===== src/design/slaom_pkg.sv =====
package slaom_pkg;

	localparam int unsigned LIST_DEPTH = 32;
	localparam int unsigned POS_BITS = 16;
	localparam int unsigned CMD_QUEUE_DEPTH = 4;
	localparam int unsigned RESULT_QUEUE_DEPTH = 2;

	localparam logic [1:0] CMD_PUSH_A = 2'd0;
	localparam logic [1:0] CMD_PUSH_B = 2'd1;
	localparam logic [1:0] CMD_RUN = 2'd2;

	localparam logic OP_AND = 1'b0;
	localparam logic OP_OR = 1'b1;

	typedef struct packed {
		logic [1:0] command;
		logic [POS_BITS-1:0] position;
		logic is_na;
	} item_t;

	typedef struct packed {
		logic [POS_BITS-1:0] out_position;
		logic out_is_na;
		logic last_entry;
		logic empty_result;
		logic overflowed;
	} result_t;

	typedef struct packed {
		logic [1:0] op;
		logic [POS_BITS-1:0] position;
		logic is_na;
	} cmd_t;

	typedef struct packed {
		logic is_na;
		logic [POS_BITS-1:0] position;
	} entry_t;

endpackage


===== src/design/slaom_ram.sv =====
module slaom_ram #(
	parameter int unsigned WIDTH = 8,
	parameter int unsigned DEPTH = 32
) (
	input logic clk,
	input logic we,
	input logic [((DEPTH > 1) ? $clog2(DEPTH) : 1)-1:0] waddr,
	input logic [WIDTH-1:0] wdata,
	input logic [((DEPTH > 1) ? $clog2(DEPTH) : 1)-1:0] raddr,
	output logic [WIDTH-1:0] rdata
);

	logic [WIDTH-1:0] mem_q [DEPTH];

	always_ff @(posedge clk) begin
		if (we) begin
			mem_q[waddr] <= wdata;
		end
		rdata <= mem_q[raddr];
	end

endmodule


===== src/design/slaom_fifo.sv =====
module slaom_fifo #(
	parameter int unsigned WIDTH = 8,
	parameter int unsigned DEPTH = 2
) (
	input logic clk,
	input logic arst_n,
	input logic wr_en,
	input logic [WIDTH-1:0] wdata,
	output logic full,
	input logic rd_en,
	output logic [WIDTH-1:0] rdata,
	output logic empty
);

	localparam int unsigned PW = (DEPTH > 1) ? $clog2(DEPTH) : 1;
	localparam int unsigned CW = $clog2(DEPTH + 1);

	logic [WIDTH-1:0] mem_q [DEPTH];
	logic [PW-1:0] wr_ptr_q;
	logic [PW-1:0] rd_ptr_q;
	logic [CW-1:0] count_q;
	logic do_wr;
	logic do_rd;

	assign full = (count_q == CW'(DEPTH));
	assign empty = (count_q == '0);
	assign do_wr = wr_en && !full;
	assign do_rd = rd_en && !empty;
	assign rdata = mem_q[rd_ptr_q];

	always_ff @(posedge clk) begin
		if (do_wr) begin
			mem_q[wr_ptr_q] <= wdata;
		end
	end

	always_ff @(posedge clk or negedge arst_n) begin
		if (!arst_n) begin
			wr_ptr_q <= '0;
			rd_ptr_q <= '0;
			count_q <= '0;
		end else begin
			if (do_wr) begin
				wr_ptr_q <= (wr_ptr_q == PW'(DEPTH - 1)) ? '0 : wr_ptr_q + 1'b1;
			end
			if (do_rd) begin
				rd_ptr_q <= (rd_ptr_q == PW'(DEPTH - 1)) ? '0 : rd_ptr_q + 1'b1;
			end
			if (do_wr && !do_rd) begin
				count_q <= count_q + 1'b1;
			end else if (do_rd && !do_wr) begin
				count_q <= count_q - 1'b1;
			end
		end
	end

endmodule


===== src/design/slaom_front.sv =====
module slaom_front (
	input logic push,
	input slaom_pkg::item_t item,
	output logic full,
	input logic q_full,
	output logic enq,
	output slaom_pkg::cmd_t enq_word
);

	logic accept;
	logic known_cmd;

	assign full = q_full;
	assign accept = push && !q_full;

	// The unused command code is accepted and dropped here.
	assign known_cmd = (item.command == slaom_pkg::CMD_PUSH_A) ||
		(item.command == slaom_pkg::CMD_PUSH_B) ||
		(item.command == slaom_pkg::CMD_RUN);

	assign enq = accept && known_cmd;

	always_comb begin
		enq_word.op = item.command;
		enq_word.position = item.position;
		enq_word.is_na = item.is_na;
	end

endmodule


===== src/design/slaom_back.sv =====
module slaom_back #(
	parameter int unsigned LIST_DEPTH = slaom_pkg::LIST_DEPTH
) (
	input logic clk,
	input logic arst_n,
	input logic logic_op,
	input logic cmd_empty,
	input slaom_pkg::cmd_t cmd_word,
	output logic cmd_pop,
	input logic res_full,
	output logic res_push,
	output slaom_pkg::result_t res_word
);

	localparam int unsigned AW = (LIST_DEPTH > 1) ? $clog2(LIST_DEPTH) : 1;
	localparam int unsigned CW = $clog2(LIST_DEPTH + 1);
	localparam int unsigned EW = $bits(slaom_pkg::entry_t);

	typedef enum logic [2:0] {
		ST_IDLE = 3'b001,
		ST_MERGE = 3'b010,
		ST_FLUSH = 3'b100
	} state_t;

	state_t state_q, state_d;
	logic [CW-1:0] cnt_a_q, cnt_a_d;
	logic [CW-1:0] cnt_b_q, cnt_b_d;
	logic [CW-1:0] i_q, i_d;
	logic [CW-1:0] j_q, j_d;
	logic ovf_q, ovf_d;
	logic pend_valid_q, pend_valid_d;
	slaom_pkg::entry_t pend_q, pend_d;

	logic wr_a;
	logic wr_b;
	slaom_pkg::entry_t wr_entry;
	logic [EW-1:0] a_rdata;
	logic [EW-1:0] b_rdata;
	slaom_pkg::entry_t a_head;
	slaom_pkg::entry_t b_head;

	logic has_a;
	logic has_b;
	logic take_a;
	logic take_b;
	logic hit;
	logic hit_na;
	logic any_true;

	assign wr_entry.is_na = cmd_word.is_na;
	assign wr_entry.position = cmd_word.position;
	assign a_head = slaom_pkg::entry_t'(a_rdata);
	assign b_head = slaom_pkg::entry_t'(b_rdata);

	// The read address follows the next index, so the heads are current each cycle.
	slaom_ram #(.WIDTH(EW), .DEPTH(LIST_DEPTH)) u_ram_a (
		.clk(clk),
		.we(wr_a),
		.waddr(cnt_a_q[AW-1:0]),
		.wdata(wr_entry),
		.raddr(i_d[AW-1:0]),
		.rdata(a_rdata)
	);

	slaom_ram #(.WIDTH(EW), .DEPTH(LIST_DEPTH)) u_ram_b (
		.clk(clk),
		.we(wr_b),
		.waddr(cnt_b_q[AW-1:0]),
		.wdata(wr_entry),
		.raddr(j_d[AW-1:0]),
		.rdata(b_rdata)
	);

	always_comb begin
		has_a = (i_q < cnt_a_q);
		has_b = (j_q < cnt_b_q);
		if (has_a && has_b) begin
			take_a = (a_head.position <= b_head.position);
			take_b = (b_head.position <= a_head.position);
		end else begin
			take_a = has_a;
			take_b = !has_a;
		end
		any_true = (take_a && !a_head.is_na) || (take_b && !b_head.is_na);
		if (logic_op == slaom_pkg::OP_AND) begin
			hit = take_a && take_b;
			hit_na = a_head.is_na || b_head.is_na;
		end else begin
			hit = take_a || take_b;
			hit_na = !any_true;
		end
	end

	always_comb begin
		state_d = state_q;
		cnt_a_d = cnt_a_q;
		cnt_b_d = cnt_b_q;
		i_d = i_q;
		j_d = j_q;
		ovf_d = ovf_q;
		pend_valid_d = pend_valid_q;
		pend_d = pend_q;
		cmd_pop = 1'b0;
		wr_a = 1'b0;
		wr_b = 1'b0;
		res_push = 1'b0;
		res_word = '0;
		res_word.overflowed = ovf_q;
		case (state_q)
			ST_IDLE: begin
				i_d = '0;
				j_d = '0;
				if (!cmd_empty) begin
					cmd_pop = 1'b1;
					case (cmd_word.op)
						slaom_pkg::CMD_PUSH_A: begin
							if (cnt_a_q == CW'(LIST_DEPTH)) begin
								ovf_d = 1'b1;
							end else begin
								wr_a = 1'b1;
								cnt_a_d = cnt_a_q + 1'b1;
							end
						end
						slaom_pkg::CMD_PUSH_B: begin
							if (cnt_b_q == CW'(LIST_DEPTH)) begin
								ovf_d = 1'b1;
							end else begin
								wr_b = 1'b1;
								cnt_b_d = cnt_b_q + 1'b1;
							end
						end
						slaom_pkg::CMD_RUN: begin
							pend_valid_d = 1'b0;
							state_d = ST_MERGE;
						end
						default: begin
						end
					endcase
				end
			end
			ST_MERGE: begin
				if (!has_a && !has_b) begin
					state_d = ST_FLUSH;
				end else if (!res_full) begin
					if (take_a) begin
						i_d = i_q + 1'b1;
					end
					if (take_b) begin
						j_d = j_q + 1'b1;
					end
					// One result is held back so that the final one can be marked.
					if (hit) begin
						pend_d.position = take_a ? a_head.position : b_head.position;
						pend_d.is_na = hit_na;
						pend_valid_d = 1'b1;
						if (pend_valid_q) begin
							res_push = 1'b1;
							res_word.out_position = pend_q.position;
							res_word.out_is_na = pend_q.is_na;
						end
					end
				end
			end
			ST_FLUSH: begin
				if (!res_full) begin
					res_push = 1'b1;
					res_word.last_entry = 1'b1;
					if (pend_valid_q) begin
						res_word.out_position = pend_q.position;
						res_word.out_is_na = pend_q.is_na;
					end else begin
						res_word.empty_result = 1'b1;
					end
					cnt_a_d = '0;
					cnt_b_d = '0;
					ovf_d = 1'b0;
					pend_valid_d = 1'b0;
					state_d = ST_IDLE;
				end
			end
			default: begin
				state_d = ST_IDLE;
			end
		endcase
	end

	always_ff @(posedge clk or negedge arst_n) begin
		if (!arst_n) begin
			state_q <= ST_IDLE;
			cnt_a_q <= '0;
			cnt_b_q <= '0;
			i_q <= '0;
			j_q <= '0;
			ovf_q <= 1'b0;
			pend_valid_q <= 1'b0;
		end else begin
			state_q <= state_d;
			cnt_a_q <= cnt_a_d;
			cnt_b_q <= cnt_b_d;
			i_q <= i_d;
			j_q <= j_d;
			ovf_q <= ovf_d;
			pend_valid_q <= pend_valid_d;
		end
	end

	always_ff @(posedge clk) begin
		pend_q <= pend_d;
	end

endmodule


===== src/design/sparse_logical_and_or_merge.sv =====
// A push word is accepted into the command queue and is written to its list when the
// idle back end pops it. A run word leaves the queue while the back end is idle, and
// the merge walker then takes one list step per cycle while the result queue is not full.
// A flush step then writes the closing word. Pushes sustain one word per cycle while
// the command queue is not full; the merge walk sets the rate of a run.
// Reset clears both lists, the overflow flag, both queues and the operator register (AND).
module sparse_logical_and_or_merge #(
	parameter int unsigned LIST_DEPTH = slaom_pkg::LIST_DEPTH
) (
	input logic clk,
	input logic arst_n,
	input logic push,
	output logic full,
	input slaom_pkg::item_t item,
	output logic empty,
	input logic pop,
	output slaom_pkg::result_t result,
	input logic cfg_valid,
	output logic cfg_ready,
	input logic cfg_data
);

	localparam int unsigned CMD_W = $bits(slaom_pkg::cmd_t);
	localparam int unsigned RES_W = $bits(slaom_pkg::result_t);

	logic logic_op_q;
	logic q_full;
	logic enq;
	slaom_pkg::cmd_t enq_word;
	logic cmd_empty;
	logic cmd_pop;
	logic [CMD_W-1:0] cmd_rdata;
	logic res_full;
	logic res_push;
	slaom_pkg::result_t res_word;
	logic [RES_W-1:0] res_rdata;

	assign cfg_ready = 1'b1;

	always_ff @(posedge clk or negedge arst_n) begin
		if (!arst_n) begin
			logic_op_q <= slaom_pkg::OP_AND;
		end else if (cfg_valid && cfg_ready) begin
			logic_op_q <= cfg_data;
		end
	end

	slaom_front u_front (
		.push(push),
		.item(item),
		.full(full),
		.q_full(q_full),
		.enq(enq),
		.enq_word(enq_word)
	);

	slaom_fifo #(.WIDTH(CMD_W), .DEPTH(slaom_pkg::CMD_QUEUE_DEPTH)) u_cmd_queue (
		.clk(clk),
		.arst_n(arst_n),
		.wr_en(enq),
		.wdata(enq_word),
		.full(q_full),
		.rd_en(cmd_pop),
		.rdata(cmd_rdata),
		.empty(cmd_empty)
	);

	slaom_back #(.LIST_DEPTH(LIST_DEPTH)) u_back (
		.clk(clk),
		.arst_n(arst_n),
		.logic_op(logic_op_q),
		.cmd_empty(cmd_empty),
		.cmd_word(slaom_pkg::cmd_t'(cmd_rdata)),
		.cmd_pop(cmd_pop),
		.res_full(res_full),
		.res_push(res_push),
		.res_word(res_word)
	);

	slaom_fifo #(.WIDTH(RES_W), .DEPTH(slaom_pkg::RESULT_QUEUE_DEPTH)) u_res_queue (
		.clk(clk),
		.arst_n(arst_n),
		.wr_en(res_push),
		.wdata(res_word),
		.full(res_full),
		.rd_en(pop),
		.rdata(res_rdata),
		.empty(empty)
	);

	assign result = slaom_pkg::result_t'(res_rdata);

endmodule


===== config.mk =====
export PLATFORM = sky130hd
export DESIGN_NAME = sparse_logical_and_or_merge
export DESIGN_NICKNAME = d
export VERILOG_FILES = /design/src/design/slaom_pkg.sv /design/src/design/slaom_ram.sv /design/src/design/slaom_fifo.sv /design/src/design/slaom_front.sv /design/src/design/slaom_back.sv /design/src/design/sparse_logical_and_or_merge.sv
export SDC_FILE = /design/constraint.sdc
export NUM_CORES = 2
export LEC_CHECK = 0
export ABC_AREA = 1
export BUFFER_PORTS_ARGS = -buffer_cell sky130_fd_sc_hd__buf_4
export CORE_ASPECT_RATIO = 0.5
export CORE_MARGIN = 3
export CORE_UTILIZATION = 39
export DETAILED_ROUTE_END_ITERATION = 10
export PLACE_DENSITY = 0.6
export SYNTH_ARGS = -nofsm -noshare
export SYNTH_HDL_FRONTEND = slang
export SYNTH_SLANG_ARGS = --single-unit

===== constraint.sdc =====
create_clock -name clk -period 5 [get_ports clk]
set_clock_uncertainty 0.05 [all_clocks]
set_input_delay 0.5 -clock clk [delete_from_list [all_inputs] [get_ports clk]]
set_output_delay 0.5 -clock clk [all_outputs]
set_load 0.005 [all_outputs]

==> impl_metrics.env <==
export IMPL_antenna_left=0
export IMPL_clock_sinks=1296
export IMPL_clk_latency_ns=0.75
export IMPL_grt_setup_unrepaired="false"
export IMPL_finalCritPeriodShare_pct=80.36
export IMPL_wire_per_inst_microns=21.68
export IMPL_power_density_mw_per_mm2=575.6
export IMPL_drc=0
export IMPL_reg2reg_depth=14
export IMPL_max_clock_path_buffers=3
export IMPL_place_gp_congestion=0.8478
export IMPL_wl_met1_microns=67140
export IMPL_syn_area_per_cell_sq_um=10.96
export IMPL_holdPathEnd="u_res_queue.rd_ptr_q"
export IMPL_grt_use_total_pct=20.58
export IMPL_cts_tree="built"
export IMPL_finalPower_mw=36.49
export IMPL_min_path_type="in -> reg"
export IMPL_synthSimpleGateAreaFrac_pct=22.81
export IMPL_power_leakage_nw=24.52
export IMPL_crit_required_ns=5.58
export IMPL_area_growth_pct=12.12
export IMPL_synth_warnings=0
export IMPL_dp_hpwl_microns=85540
export IMPL_end_kind="register"
export IMPL_drv_cap=0
export IMPL_dr_wl_met3_microns=11630
export IMPL_synthDistinctLibCells=48
export IMPL_switching_share_pct=38.17
export IMPL_grt_overflow_total=0
export IMPL_wl_met2_microns=72920
export IMPL_ys_flop_type="edfxtp_1"
export IMPL_setup_slack_ns=0.9822
export IMPL_seqPwrFrac_pct=41.9
export IMPL_grt_pass1_wl_microns=235100
export IMPL_final_nets=5260
export IMPL_slew_headroom_pct=12.02
export IMPL_timing_rr_start="u_back.u_ram_a.rdata[13]"
export IMPL_dieHeight_microns=275.3
export IMPL_vias=38370
export IMPL_power_switching_mw=13.93
export IMPL_drtIter0Drc=4364
export IMPL_setup_viol=0
export IMPL_core_area_sq_mm=0.1435
export IMPL_r2r_end="u_back.u_ram_a.rdata[10]"
export IMPL_syn_nets=5227
export IMPL_synthAdderAreaFrac_pct=0.9868
export IMPL_htreeDepth=3
export IMPL_p_comb_share_pct=33.7
export IMPL_path_clk_slew_ns=0.06
export IMPL_synth_compound_area_share_pct=1.323
export IMPL_synth_top_family_by_area="simple AND/OR/NAND/NOR gates"
export IMPL_intPower_mw=22.57
export IMPL_synthXorXnorAreaFrac_pct=0.1084
export IMPL_critPathKind="reg -> reg"
export IMPL_final_min_clock_period_ns=4.018
export IMPL_max_freq_mhz=248.9
export IMPL_grt_pass1_vias=37490
export IMPL_drive_above_1_share_pct=7.890
export IMPL_syn_inst=5158
export IMPL_cts_buffers=120
export IMPL_rrSetupSlack_ns=0.98
export IMPL_post_route_util_pct=44.20
export IMPL_hold_violations=0
export IMPL_cts_resized=0
export IMPL_vias_per_cell=5.330
export IMPL_critPathLaunchType="register"
export IMPL_dr_max_layer_used="met4"
export IMPL_status="complete, no violations"
export IMPL_hold_path_cell_count=3
export IMPL_synth_edff_count=1221
export IMPL_synth_yosys_seq_area_share_pct=67.86
export IMPL_crit_arrival_ns=4.59
export IMPL_io_buffers=46
export IMPL_syn_area_sq_mm=0.05655
export IMPL_initial_core_util_pct=39.42
export IMPL_crit_fanout=18
export IMPL_antenna_found_initial=4
export IMPL_worst_pin_slew_ns=1.320
export IMPL_grt_max_degree=145
export IMPL_ys_ff_latch=1296
export IMPL_rows=98
export IMPL_async_flop_share_pct=3.164
export IMPL_pin_count=48
export IMPL_clkPwrFrac_pct=24.5
export IMPL_drv_slew=0
export IMPL_clockRootBuffer="clkbuf_16"
export IMPL_timing_hold_ws_ns=0.06710
export IMPL_dieWidth_microns=544.5
export IMPL_drt_wl_total_microns=156100
export IMPL_place_ws_ns=0.9765
export IMPL_drtPass1Iterations=6
export IMPL_min_delay_start="pop"
export IMPL_peakVddDrop_v=0.0006883
export IMPL_fin_setup_tns_ns=0
export IMPL_dieArea_sq_mm=0.1499
export IMPL_synthMuxAreaShare_pct=0.01991
[worst max-delay path by stage]
| stage | slack [ns] | start | endpoint | cells past startpoint |
|---|---|---|---|---|
| 2_1_floorplan | 1.51 | u_cmd_queue.rd_ptr_q[0] | u_back.u_ram_a.mem_q[0][14] | 5 |
| 3_3_place_gp | 1.04 | u_back.u_ram_a.rdata[15] | u_back.u_ram_a.rdata[8] | 16 |
| 3_5_place_dp | 0.98 | u_back.u_ram_a.rdata[15] | u_back.u_ram_a.rdata[13] | 16 |
| 4_1_cts | 0.95 | u_back.u_ram_a.rdata[15] | u_back.u_ram_a.rdata[13] | 16 |
| 5_1_grt | 0.67 | u_back.cnt_b_q[2] | u_back.u_ram_a.rdata[13] | 16 |
| 6_report | 0.98 | u_back.u_ram_a.rdata[13] | u_back.u_ram_a.rdata[10] | 14 |
[cells in the mapped netlist (all sizes together), types with 2 or more instances]
cell type     n  share of area (%)
dfrtp        40                1.8
clkinv        3              0.020
dfxtp        34                1.2
nand3      1082                9.6
a2111oi       2              0.031
a32o          2              0.035
a211oi        2              0.027
clkbuf       73               0.48
xnor2         3              0.046
buf         233                2.2
o22ai        18               0.20
nand2      1155                7.7
nand4         9               0.10
inv         627                4.2
edfxtp     1221                 65
a21o          2              0.027
o21a          2              0.027
a21oi        23               0.21
nor2        172                1.2
nor3         10               0.11
nand3b      313                4.2
o21ai        75               0.70
xor2          4              0.062
ha           43               0.95
[area by class of cell]
type,instances,area (sq um)
Clock inverter,68,490.5
Antenna cell,1,2.502
Inverter,630,2372
Timing Repair Buffer,217,1934
Fill cell,13180,80060
Clock buffer,161,3269
Tap cell,1900,2377
Sequential cell,1296,38370
Multi-Input combinational cell,2926,14590
[kinds of logic (layout without fill, tap and decap cells)]
logic type / Yosys count / count (layout)
AOI/OAI and AO/OA: 131 / 131
xor gates and xnor gates: 7 / 7
adders and majority gates: 44 / 44
buffers and inverters: 936 / 1076
DFF: 1296 / 1296
muxes: 1 / 1
other: 1 / 2
and+or+nand+nor: 2742 / 2742
[worst max-delay path: stages, from the launching register on]
cell      delay, ns
dfxtp_1        0.60
ha_1           0.34
a21oi_1        0.15
nor2_1         0.06
nor2_1         0.11
nand4_1        0.19
nand2_1        0.18
nand4_1        0.18
clkinv_1       0.11
nand4_1        0.11
nand3_1        0.10
o21a_1         0.84
inv_2          0.46
nand2_1        0.32
nand2_1        0.08
[state kept, by name, indices dropped and copies added, names as in the netlist, 2 cells and up]
register,count
u_cmd_queue.mem_q,76
u_back.u_ram_a.rdata,17
u_back.cnt_a_q,6
u_back.state_q,3
u_back.u_ram_b.mem_q,544
u_back.u_ram_b.rdata,17
u_cmd_queue.rd_ptr_q,2
u_res_queue.mem_q,40
u_back.j_q,6
u_back.cnt_b_q,6
u_res_queue.count_q,2
u_cmd_queue.count_q,3
u_back.pend_q,17
u_back.i_q,6
u_back.u_ram_a.mem_q,544
u_cmd_queue.wr_ptr_q,2
[layer usage]
metal / up-vias / GRT usage (%)
met1: 19030 / 28.44
met2: 1439 / 33.44
met5: - / 0
met3: 251 / 3.339
li1: 17650 / -
met4: 0 / 6.354
[placed cells by master (no fill, tap or decap), drive strengths merged, types with 3 or more instances in the layout]
cell,netlist,routed
dfxtp,34,34
dfrtp,40,40
buf,233,195
nand4,9,9
nand3b,313,313
nand3,1082,1082
edfxtp,1221,1221
o22ai,18,18
nor2,172,172
ha,43,43
clkinv,3,56
o21ai,75,75
dlygate4sd3,0,22
nor3,10,10
nand2,1155,1155
xor2,4,4
inv,627,632
bufinv,0,5
clkinvlp,0,5
a21oi,23,23
xnor2,3,3
clkbuf,73,161
[power groups by stage]
| stage | clock network (mW) | logic (mW) | registers [mW] |
|---|---|---|---|
| 4_1_cts | 9.08 | 12.3 | 15.3 |
| 3_3_place_gp | 0 | 12.0 | 15.5 |
| 5_1_grt | 9.52 | 13.5 | 15.3 |
| 6_report | 8.93 | 12.3 | 15.3 |
| 3_5_place_dp | 0 | 12.2 | 15.5 |
| 2_1_floorplan | 0 | 7.25 | 15.3 |
[timing repair]
action | in CTS | in global routing
hold buffers | 22 | 0
hold endpoints to repair | 117 | 0
endpoints found under the setup margin | 0 | 0
setup buffers | 0 | 0
[metrics by stage]
step	instances	cell area [sq um]
floorplan	5158	56550
global placement	6947	59420
detailed placement	6947	59420
CTS	7198	63400
global route	7199	63410
finish	7199	63410
(Power assumes the default switching activity.)
